File: config.mk
export PLATFORM = sky130hd
export DESIGN_NAME = overwriting_trace_ring_buffer_unit
export DESIGN_NICKNAME = d
export VERILOG_FILES = /design/src/sv/otrb_pkg.sv /design/src/sv/otrb_ram.sv /design/src/sv/overwriting_trace_ring_buffer_unit.sv
export SDC_FILE = /design/constraint.sdc
export NUM_CORES = 2
export LEC_CHECK = 0
export BUFFER_PORTS_ARGS = -buffer_cell sky130_fd_sc_hd__buf_2
export CAP_MARGIN = 0
export CELL_PAD_IN_SITES_DETAIL_PLACEMENT = 1
export CELL_PAD_IN_SITES_GLOBAL_PLACEMENT = 1
export CORE_MARGIN = 5
export CORE_UTILIZATION = 35
export DETAILED_ROUTE_END_ITERATION = 8
export PLACE_DENSITY = 0.66
export SYNTH_ARGS = -nofsm -noshare
export SYNTH_HDL_FRONTEND = slang
export SYNTH_SLANG_ARGS = --single-unit
File: constraint.sdc
create_clock -name clk_i -period 4.46 [get_ports clk_i]
set_input_delay 0.446 -clock clk_i [delete_from_list [all_inputs] [get_ports clk_i]]
set_output_delay 0.446 -clock clk_i [all_outputs]
set_load 0.02 [all_outputs]
File: src/sv/otrb_pkg.sv
// ----------------------------------------------------------------------------
// otrb_pkg: shared types and constants of the overwriting trace ring buffer
// Operation codes, status codes, ring geometry and pointer helper.
// ----------------------------------------------------------------------------
`default_nettype none

package otrb_pkg;

  // Ring geometry: DEPTH slots, at most DEPTH-1 records held
  localparam int unsigned DEPTH   = 40;
  localparam int unsigned PTR_W   = $clog2(DEPTH);
  localparam int unsigned ENTRY_W = 64;
  localparam int unsigned CNT_W   = 6;
  localparam int unsigned ADDR_W  = 32;
  localparam int unsigned VAL_W   = 32;
  localparam int unsigned STK_W   = 16;

  typedef logic [PTR_W-1:0]   ptr_t;
  typedef logic [CNT_W-1:0]   cnt_t;
  typedef logic [ENTRY_W-1:0] entry_t;

  typedef enum logic [1:0] {
    FUNC_RECORD = 2'd0,
    FUNC_READ   = 2'd1,
    FUNC_START  = 2'd2,
    FUNC_NOP    = 2'd3
  } func_e;

  typedef enum logic [1:0] {
    ST_OK       = 2'd0,
    ST_EMPTY    = 2'd1,
    ST_NOMARK   = 2'd2,
    ST_LOGOFF   = 2'd3
  } status_e;

  // Advance a ring pointer with wrap at the last slot
  function automatic ptr_t next_slot(input ptr_t p);
    ptr_t n;
    n = (p == ptr_t'(DEPTH - 1)) ? '0 : ptr_t'(p + 1'b1);
    return n;
  endfunction

endpackage

`default_nettype wire

File: src/sv/otrb_ram.sv
// ----------------------------------------------------------------------------
// otrb_ram: generic single-write, single-read RAM
// One write port, one read port with registered read data and read enable.
// ----------------------------------------------------------------------------
`default_nettype none

module otrb_ram #(
  parameter int unsigned WIDTH = 64,
  parameter int unsigned DEPTH = 40
) (
  input  wire logic                     clk_i,
  input  wire logic                     we_i,
  input  wire logic [$clog2(DEPTH)-1:0] waddr_i,
  input  wire logic [WIDTH-1:0]         wdata_i,
  input  wire logic                     re_i,
  input  wire logic [$clog2(DEPTH)-1:0] raddr_i,
  output logic      [WIDTH-1:0]         rdata_o
);

  logic [WIDTH-1:0] mem_q [DEPTH];

  always_ff @(posedge clk_i) begin
    if (we_i) begin
      mem_q[waddr_i] <= wdata_i;
    end
  end

  always_ff @(posedge clk_i) begin
    if (re_i) begin
      rdata_o <= mem_q[raddr_i];
    end
  end

endmodule

`default_nettype wire

File: src/sv/overwriting_trace_ring_buffer_unit.sv
// A result is registered and presented the cycle after it is accepted.
// Throughput: one transaction per cycle while no stall holds the result;
//   records use the ring RAM's one write port and reads its one read port.
// Reset (rst_ni low, asynchronous): pointers, count, logging flag, marker and
//   stack peak clear; ring contents are not cleared and hold stale data.
// ----------------------------------------------------------------------------
// overwriting_trace_ring_buffer_unit: overwriting trace ring buffer
// Stores (address, value) trace records in a ring, overwriting the oldest
// when full, pops the oldest on read and tracks the peak stack usage.
// ----------------------------------------------------------------------------
`default_nettype none

module overwriting_trace_ring_buffer_unit (
  input  wire logic                     clk_i,
  input  wire logic                     rst_ni,
  // input channel
  input  wire logic                     in_valid_i,
  output logic                          in_stall_o,
  input  wire logic [1:0]               func_i,
  input  wire logic [otrb_pkg::ADDR_W-1:0] entry_addr_i,
  input  wire logic [otrb_pkg::VAL_W-1:0]  entry_value_i,
  input  wire logic [otrb_pkg::STK_W-1:0]  stack_used_i,
  // result channel
  output logic                          out_valid_o,
  input  wire logic                     out_stall_i,
  output logic [1:0]                    status_o,
  output logic [otrb_pkg::ADDR_W-1:0]   read_addr_o,
  output logic [otrb_pkg::VAL_W-1:0]    read_value_o,
  output logic [otrb_pkg::CNT_W-1:0]    entry_count_o,
  output logic [otrb_pkg::STK_W-1:0]    max_stack_o,
  output logic                          logging_on_o
);

  import otrb_pkg::*;

  // --------------------------------------------------------------------------
  // Ring state
  // --------------------------------------------------------------------------
  ptr_t              read_ptr_q,   read_ptr_d;
  ptr_t              write_ptr_q,  write_ptr_d;
  cnt_t              held_count_q, held_count_d;
  logic              running_q,    running_d;
  logic              marker_q,     marker_d;
  logic [STK_W-1:0]  peak_q,       peak_d;

  // Result register; popped data lives in the RAM read register
  logic              out_valid_q;
  status_e           status_q,     status_d;
  logic              rd_sel_q,     rd_sel_d;

  logic              in_accept;
  logic              ram_we;
  logic              ram_re;
  entry_t            ram_wdata;
  entry_t            ram_rdata;
  func_e             func;

  // The output register is free when empty or being taken this cycle
  assign in_stall_o = out_valid_q & out_stall_i;
  assign in_accept  = in_valid_i & ~in_stall_o;
  assign func       = func_e'(func_i);
  assign ram_wdata  = {entry_value_i, entry_addr_i};

  // --------------------------------------------------------------------------
  // Per-transaction update: all decisions come from the current state
  // --------------------------------------------------------------------------
  always_comb begin
    read_ptr_d   = read_ptr_q;
    write_ptr_d  = write_ptr_q;
    held_count_d = held_count_q;
    running_d    = running_q;
    marker_d     = marker_q;
    peak_d       = peak_q;
    status_d     = ST_OK;
    rd_sel_d     = 1'b0;
    ram_we       = 1'b0;
    ram_re       = 1'b0;

    case (func)
      FUNC_RECORD: begin
        if (stack_used_i > peak_q) begin
          peak_d = stack_used_i;
        end
        if (!running_q) begin
          status_d = ST_LOGOFF;
        end else begin
          // full ring: drop the oldest record before appending
          if (next_slot(write_ptr_q) == read_ptr_q) begin
            read_ptr_d   = next_slot(read_ptr_q);
            held_count_d = held_count_q;
          end else begin
            held_count_d = cnt_t'(held_count_q + 1'b1);
          end
          ram_we      = 1'b1;
          write_ptr_d = next_slot(write_ptr_q);
          marker_d    = 1'b1;
        end
      end
      FUNC_READ: begin
        if (write_ptr_q == read_ptr_q) begin
          status_d = ST_EMPTY;
        end else if (!marker_q) begin
          status_d = ST_NOMARK;
        end else begin
          ram_re     = 1'b1;
          rd_sel_d   = 1'b1;
          read_ptr_d = next_slot(read_ptr_q);
          if (held_count_q != '0) begin
            held_count_d = cnt_t'(held_count_q - 1'b1);
          end
        end
      end
      FUNC_START: begin
        read_ptr_d   = '0;
        write_ptr_d  = '0;
        held_count_d = '0;
        running_d    = 1'b1;
      end
      default: begin
        // unused selector: state untouched, status ok
      end
    endcase
  end

  // --------------------------------------------------------------------------
  // State registers
  // --------------------------------------------------------------------------
  always_ff @(posedge clk_i or negedge rst_ni) begin
    if (!rst_ni) begin
      read_ptr_q   <= '0;
      write_ptr_q  <= '0;
      held_count_q <= '0;
      running_q    <= 1'b0;
      marker_q     <= 1'b0;
      peak_q       <= '0;
      out_valid_q  <= 1'b0;
    end else begin
      if (in_accept) begin
        read_ptr_q   <= read_ptr_d;
        write_ptr_q  <= write_ptr_d;
        held_count_q <= held_count_d;
        running_q    <= running_d;
        marker_q     <= marker_d;
        peak_q       <= peak_d;
        out_valid_q  <= 1'b1;
      end else if (!out_stall_i) begin
        out_valid_q  <= 1'b0;
      end
    end
  end

  // Result payload, loaded on each accepted transaction
  always_ff @(posedge clk_i) begin
    if (in_accept) begin
      status_q <= status_d;
      rd_sel_q <= rd_sel_d;
    end
  end

  // --------------------------------------------------------------------------
  // Ring storage; read data register only loads on a successful pop
  // --------------------------------------------------------------------------
  otrb_ram #(
    .WIDTH (ENTRY_W),
    .DEPTH (DEPTH)
  ) u_ring (
    .clk_i   (clk_i),
    .we_i    (in_accept & ram_we),
    .waddr_i (write_ptr_q),
    .wdata_i (ram_wdata),
    .re_i    (in_accept & ram_re),
    .raddr_i (read_ptr_q),
    .rdata_o (ram_rdata)
  );

  // --------------------------------------------------------------------------
  // Outputs: count, peak and logging flag are the post-transaction state
  // --------------------------------------------------------------------------
  assign out_valid_o   = out_valid_q;
  assign status_o      = status_q;
  assign read_addr_o   = rd_sel_q ? ram_rdata[ADDR_W-1:0] : '0;
  assign read_value_o  = rd_sel_q ? ram_rdata[ENTRY_W-1:ADDR_W] : '0;
  assign entry_count_o = held_count_q;
  assign max_stack_o   = peak_q;
  assign logging_on_o  = running_q;

`ifndef ASSERT_OFF
  // ring never holds more than DEPTH-1 records
  a_count_bound: assert property (@(posedge clk_i) disable iff (!rst_ni)
    held_count_q <= cnt_t'(DEPTH - 1))
    else $error("held count beyond ring capacity");

  // pointers stay inside the ring
  a_ptr_bound: assert property (@(posedge clk_i) disable iff (!rst_ni)
    (read_ptr_q < ptr_t'(DEPTH)) && (write_ptr_q < ptr_t'(DEPTH)))
    else $error("ring pointer out of range");

  // popped data is only shown with an ok status
  a_pop_status: assert property (@(posedge clk_i) disable iff (!rst_ni)
    out_valid_q && rd_sel_q |-> status_q == ST_OK)
    else $error("read data shown with error status");

  // an accepted read of an empty ring leaves the pointers unchanged
  a_empty_read: assert property (@(posedge clk_i) disable iff (!rst_ni)
    in_accept && (func == FUNC_READ) && (write_ptr_q == read_ptr_q)
    |=> $stable(read_ptr_q) && $stable(write_ptr_q))
    else $error("empty read moved a pointer");
`endif

endmodule

`default_nettype wire

# [Yosys cells after proc, flatten, opt, wreduce, memory -nomap -nowiden]
# Memory sizes are Yosys's and may differ from the RTL's. A register that Yosys moved wholly into a read port is not among the register bits.
# Index checks and enable logic that the tools add are counted.
[classes] order_cmp=1 n_bitwise=5 addsub=4 reduce_logical=10 eq_ne=13 mux=30
[ops] op="$mux 6" n=12
[ops] op="$mux 32" n=2
[ops] op="$pmux 6 s3" n=2
[ops] op="$add 6x1->6 const B" n=3
[ops] op="$gt 16x16->1" n=1
[ops] op="$eq 6x6->1" n=2
[ops] op="$eq 6x6->1 const B" n=2
[ops] op="$ne 2x2->1 const B" n=6
[ops] op="$pmux 6 s2" n=1
[ops] op="$mux 1" n=9
[ops] op="$reduce_and 3->1" n=3
[ops] op="$reduce_and 7->1" n=1
[ops] op="$mux 2" n=3
[ops] op="$reduce_and 6->1" n=1
[ops] op="$reduce_bool 6->1" n=1
[ops] op="$sub 6x1->6 const B" n=1
[ops] op="$and 1x1->1" n=4
[ops] op="$pmux 2 s2" n=1
[ops] op="$reduce_bool 3->1" n=1
[ops] op="$eq 2x1->1 const B" n=1
[ops] op="$eq 2x2->1 const B" n=1
[ops] op="$logic_not 2->1" n=1
[ops] op="$ne 2x1->1 const B" n=1
[ops] op="$reduce_and 2->1" n=1
[ops] op="other kinds (2)" n=2
[word_totals] wordCells=73 ff_bits=40 ramBits=2560 input_bits=86 out_inout_bits=91 memories=1
[mem_list] name="u_ring.mem_q" words=40 word_bits=64 rd=1 rd_clocked_by_memory_dff=1 write_ports=1 line_no="otrb_ram.sv:20" source="logic [WIDTH-1:0] mem_q [DEPTH];"

# [Logic depth before layout (Yosys ltp)]
[logic_depth] word_depth=6 mapped_depth=12 ltp_nobuf=10

# [By module]
# From an unflattened synthesis, not the netlist that was laid out.
[unflattened] cells_unflattened=4435 area_unflattened_um2=102368.2
[by_module_without_submodules] module="otrb_ram" area_each_um2=99248.9 cells_each=4089 seq_area_each_um2=78795.6 n_inst=1
[by_module_without_submodules] module="overwriting_trace_ring_buffer_unit" area_each_um2=3119.2 cells_each=346 seq_area_each_um2=1016.0 n_inst=1

# [Worst setup path before layout]
# OpenSTA, ideal clock, no wires.
[synth_path] kind="in2reg" from="in func_i[0]" to="mem u_ring.mem_q[5][0] (enable)" path_stages=6 path_buffers=2 t_required_ns=3.974 t_arrival_ns=4.279 setup_ns=0.486 setup_slack_ns=-0.305 path_cell_list="clkbuf_1 nor2_1 and3_1 clkbuf_1 nand4b_1 nor2_1"
[synth_between] elab_chain_cells=5
[synth_lines] element="from (decl)" line_no="overwriting_trace_ring_buffer_unit.sv:19" source="input wire logic [1:0] func_i,"
[synth_lines] element="$logic_not 2->1" line_no="overwriting_trace_ring_buffer_unit.sv:79" source="case (func)"
[synth_lines] element="$mux 1" line_no="overwriting_trace_ring_buffer_unit.sv:79"
[synth_lines] element="$and 1x1->1" line_no="overwriting_trace_ring_buffer_unit.sv:168" source=".we_i (in_accept & ram_we),"
[synth_lines] element="$mux 1" line_no="otrb_ram.sv:23" source="if (we_i) begin"
[synth_lines] element="$mux 1 (not written as such)" line_no="otrb_ram.sv:24" source="mem_q[waddr_i] <= wdata_i;"
[synth_lines] element="to (decl)" line_no="otrb_ram.sv:20"
# No other way between the ends.

# [Worst setup path in the final report]
[layout_path] from="reg write_ptr_q[1]" to="reg read_ptr_q[4]"
[layout_between] elab_chain_cells=5 elab_cells_between_ends=8 classes_between="add/sub (1); eq/ne (5); mux (1); reduce/logical (1)"
[layout_lines] element="from (decl)" line_no="overwriting_trace_ring_buffer_unit.sv:40" source="ptr_t write_ptr_q, write_ptr_d;"
[layout_lines] element="from (signal assigned)" line_no="overwriting_trace_ring_buffer_unit.sv:140" source="write_ptr_q <= write_ptr_d;"
[layout_lines] element="$add 6x1->6 or $eq 6x6->1 (tied branches)" line_no="otrb_pkg.sv:39" source="n = (p == ptr_t'(DEPTH - 1)) ? '0 : ptr_t'(p + 1'b1);"
[layout_lines] element="$mux 6" line_no="otrb_pkg.sv:39"
[layout_lines] element="$eq 6x6->1" line_no="overwriting_trace_ring_buffer_unit.sv:88" source="if (next_slot(write_ptr_q) == read_ptr_q) begin"
[layout_lines] element="$ne 2x2->1 (no line)"
[layout_lines] element="$reduce_and 6->1 (no line) *"
[layout_lines] element="to (signal assigned)" line_no="overwriting_trace_ring_buffer_unit.sv:139" source="read_ptr_q <= read_ptr_d;"
[layout_lines] element="to (decl)" line_no="overwriting_trace_ring_buffer_unit.sv:39" source="ptr_t read_ptr_q, read_ptr_d;"
# Mark *: on every way between the ends. The rest lies on a longest branch, timed or not.
# A chain may end at the register's enable or synchronous reset.

==> impl_metrics.tcl <==
set metrics [dict create \
    synth_cells 4483 \
    cp.arrival_ps 4320 \
    status "finished clean" \
    grt_overflow_total 0 \
    routedWlPerCell_um 30.0 \
    crit_fanout 17 \
    clk_path_buf_depth 4 \
    ir_drop_mv 0.502 \
    place.gp.congestion 0.750 \
    synth_edf_count 2627 \
    synth.distinct_cells 69 \
    vias 49142 \
    critPathRequiredTime_ps 5230 \
    finalWirelength_mm 270 \
    nFillCells 27357 \
    layout_min_cycle_time_ps 3550 \
    place_ws_ps 833 \
    synth_flop_cell "edfxtp_1" \
    hold_viol_final 0 \
    grt_max_degree 113 \
    intPower_w 0.0486 \
    antenna_found_initial 22 \
    period_share_pct 79.6 \
    slew_headroom_pct 28.0 \
    grt_use_total_pct 17.6 \
    grt_pass1_wl_mm 388 \
    fp.dieH_um 551 \
    drtPass1Iterations 7 \
    clkPwrFrac_pct 34.5 \
    hold_path_class "in -> reg" \
    insertion_delay_ps 950 \
    syn-num-nets 4592 \
    mappedNetlistArea_um2 102000 \
    ys_seq_elements 2664 \
    ioPinCount 177 \
    cts-resized-gates 0 \
    cts_buffers 295 \
    drc 0 \
    tns_ps 0 \
    finClkSkew_ps 89.0 \
    total_power_w 0.0662 \
    die_area_um2 304000 \
    drive_gt1_share_pct 29.4 \
    worst_slew_pin_slew_ps 1070 \
    setup_violations 0 \
    comb_power_share_pct 22.8 \
    synthToLayoutAreaGrowth_pct 15.8 \
    start_util_pct 35.2 \
    endpoint_kind "flop" \
    clkSlewWorstSetupHoldPaths_ps 60 \
    viasPerCell 5.46 \
    crit_type "reg -> reg" \
    ys_seq_area_share_pct 77.9 \
    p_seq_share_pct 42.7 \
    max_freq_mhz 282 \
    yosys_warnings 0 \
    die_w_um 551 \
    clkSinkCount 2664 \
    num-nets-final 5006 \
    slew_violations 0 \
    cts_root_buf "clkbuf_16" \
    async_flop_share_pct 1.39 \
    startpoint_type "flop" \
    maxCapViolations 0 \
    cts_tree "yes" \
    antenna_left 0 \
    rows 198 \
    fin_hold_ws_ps 56.0 \
    rsz0062_at_grt "false" \
    core_area_um2 291000 \
    grt_pass1_vias 51622 \
    power.leakage_nw 37.5 \
    switchingPower_w 0.0176 \
    switching_share_pct 26.6 \
    htree_levels 5 \
    syn-mean-instance-area_um2 22.9 \
    dpl.hpwl_mm 147 \
    powerDensity_nw_per_um2 559 \
    fin_ws_ps 908 \
    initialDrtViolationCount 5515 \
    port_buffers 176 \
]
==> path summary, 6_finish.rpt <==
| path | start | end | slack, ps | depth (start not counted) |
|---|---|---|---|---|
| worst max-delay path | write_ptr_q[1] | read_ptr_q[4] | 910 | 7 |
| worst min-delay path | entry_value_i[14] | u_ring.mem_q[39][46] | 60 | 1 |
| worst max register to register | write_ptr_q[1] | read_ptr_q[4] | 910 | 7 |
| worst min register to register | marker_q | marker_q | 510 | 2 |
| max in group asynchronous | rst_ni | read_ptr_q[0] | 3470 | 2 |
| min in group asynchronous | rst_ni | max_stack_o[8] | 280 | 2 |
==> worst max-delay path, cell delays in order (launching register included) <==
cell and delay, ps:
dfrtp_1 740, ha_1 480, nor4bb_1 350, or4_1 190, o2111ai_1 190, nor3_2 860
o21ai_0 290, a221oi_1 350
==> power groups by stage <==
stage | registers (W) | logic, W | clock network, W
floorplan | 0.0286 | 0.0110 | 0
global placement | 0.0288 | 0.0151 | 0
detailed placement | 0.0288 | 0.0153 | 0
CTS | 0.0283 | 0.0154 | 0.0234
global route | 0.0283 | 0.0162 | 0.0245
finish | 0.0283 | 0.0151 | 0.0229
==> cells in the final DEF, fill, tap and decap left out, types with 29 or more instances in the layout <==
cell,n
o221ai_1,38
mux4_2,682
buf_4,91
clkbuf_1,53
clkbuf_16,303
buf_12,75
nor2_4,43
nand2_1,111
a22oi_1,34
mux2i_1,146
buf_2,176
nor2_1,59
clkinv_2,49
o21ai_1,41
edfxtp_1,2627
o21ai_0,60
dfrtp_1,32
clkinv_1,57
a21oi_1,29
and2_1,67
==> area by class of cell <==
class	count	area [um^2]	area share (%)
diodes	5	12.5	0.0105
clock buffers	356	7780	6.56
clock inverters	137	1120	0.944
inverters	25	111	0.0939
multi-input cells	1548	21600	18.2
flip-flops and latches	2664	79800	67.3
well taps	3900	4880	4.11
repair buffers	363	3280	2.76
==> flip-flops by register name, indices dropped and copies added (netlist names) <==
name / count
max_stack_o: 16
marker_q: 1
rd_sel_q: 1
out_valid_o: 1
read_ptr_q: 6
entry_count_o: 6
u_ring.rdata_o: 64
logging_on_o: 1
u_ring.mem_q: 2560
write_ptr_q: 6
status_o: 2
==> cells in the mapped netlist, drive strengths merged (5+ instances only) <==
| cell | number | area (um^2) |
|---|---|---|
| a32oi | 7 | 61.3 |
| nor3 | 10 | 55.1 |
| nor4 | 7 | 43.8 |
| clkbuf | 100 | 375 |
| edfxtp | 2627 | 78900 |
| a32o | 5 | 50.1 |
| mux2i | 146 | 1460 |
| ha | 22 | 275 |
| and3 | 6 | 37.5 |
| buf | 146 | 915 |
| and2 | 68 | 425 |
| xor2 | 7 | 61.3 |
| inv | 23 | 86.3 |
| o31ai | 8 | 65.1 |
| o21ai | 101 | 505 |
| a22oi | 34 | 255 |
| a221oi | 5 | 43.8 |
| a31oi | 14 | 87.6 |
| dfrtp | 37 | 926 |
| nor2b | 6 | 37.5 |
| xnor2 | 6 | 52.6 |
| mux2 | 25 | 282 |
| nand2 | 112 | 420 |
| a2111o | 7 | 78.8 |
| nor2 | 102 | 383 |
| o22ai | 21 | 131 |
| mux4 | 682 | 15400 |
| o221ai | 38 | 333 |
| nand3 | 12 | 60.1 |
| nand2b | 5 | 31.3 |
| a21oi | 29 | 145 |
| a211oi | 5 | 37.5 |
==> what timing repair did <==
item	4_1_cts	5_1_grt
setup buffers	0	0
endpoints found under the hold margin	56	0
hold buffers	21	0
==> per-stage QoR <==
step / cells / area [um^2] / utilization [%]
2_1_floorplan: 4483 / 102000 / -
3_3_place_gp: 8479 / 109000 / 37.6
3_5_place_dp: 8479 / 109000 / 37.6
4_1_cts: 8993 / 119000 / 40.7
5_1_grt: 8994 / 119000 / 40.7
6_report: 8998 / 119000 / 40.7
==> routing by layer <==
layer	up-vias	global-route usage (%)	part of all wire (%)
li1	19871	-	-
met1	26799	24.7	42
met2	2028	28.4	48
met3	428	3.60	7.6
met4	16	4.31	2.3
met5	-	0	0.040
==> cells by family (layout without fill, tap and decap cells) <==
group	Yosys count	count (layout)	share of synthesized area (%)
other cells	0	5	0
buf+inv	271	881	1.35
simple gates	352	352	1.64
flops	2664	2664	77.9
compound gates	307	307	2.03
mux	853	853	16.7
fa+ha+maj	23	23	0.288
xor+xnor	13	13	0.111
No activity file was read; power rests on OpenSTA's default activity.
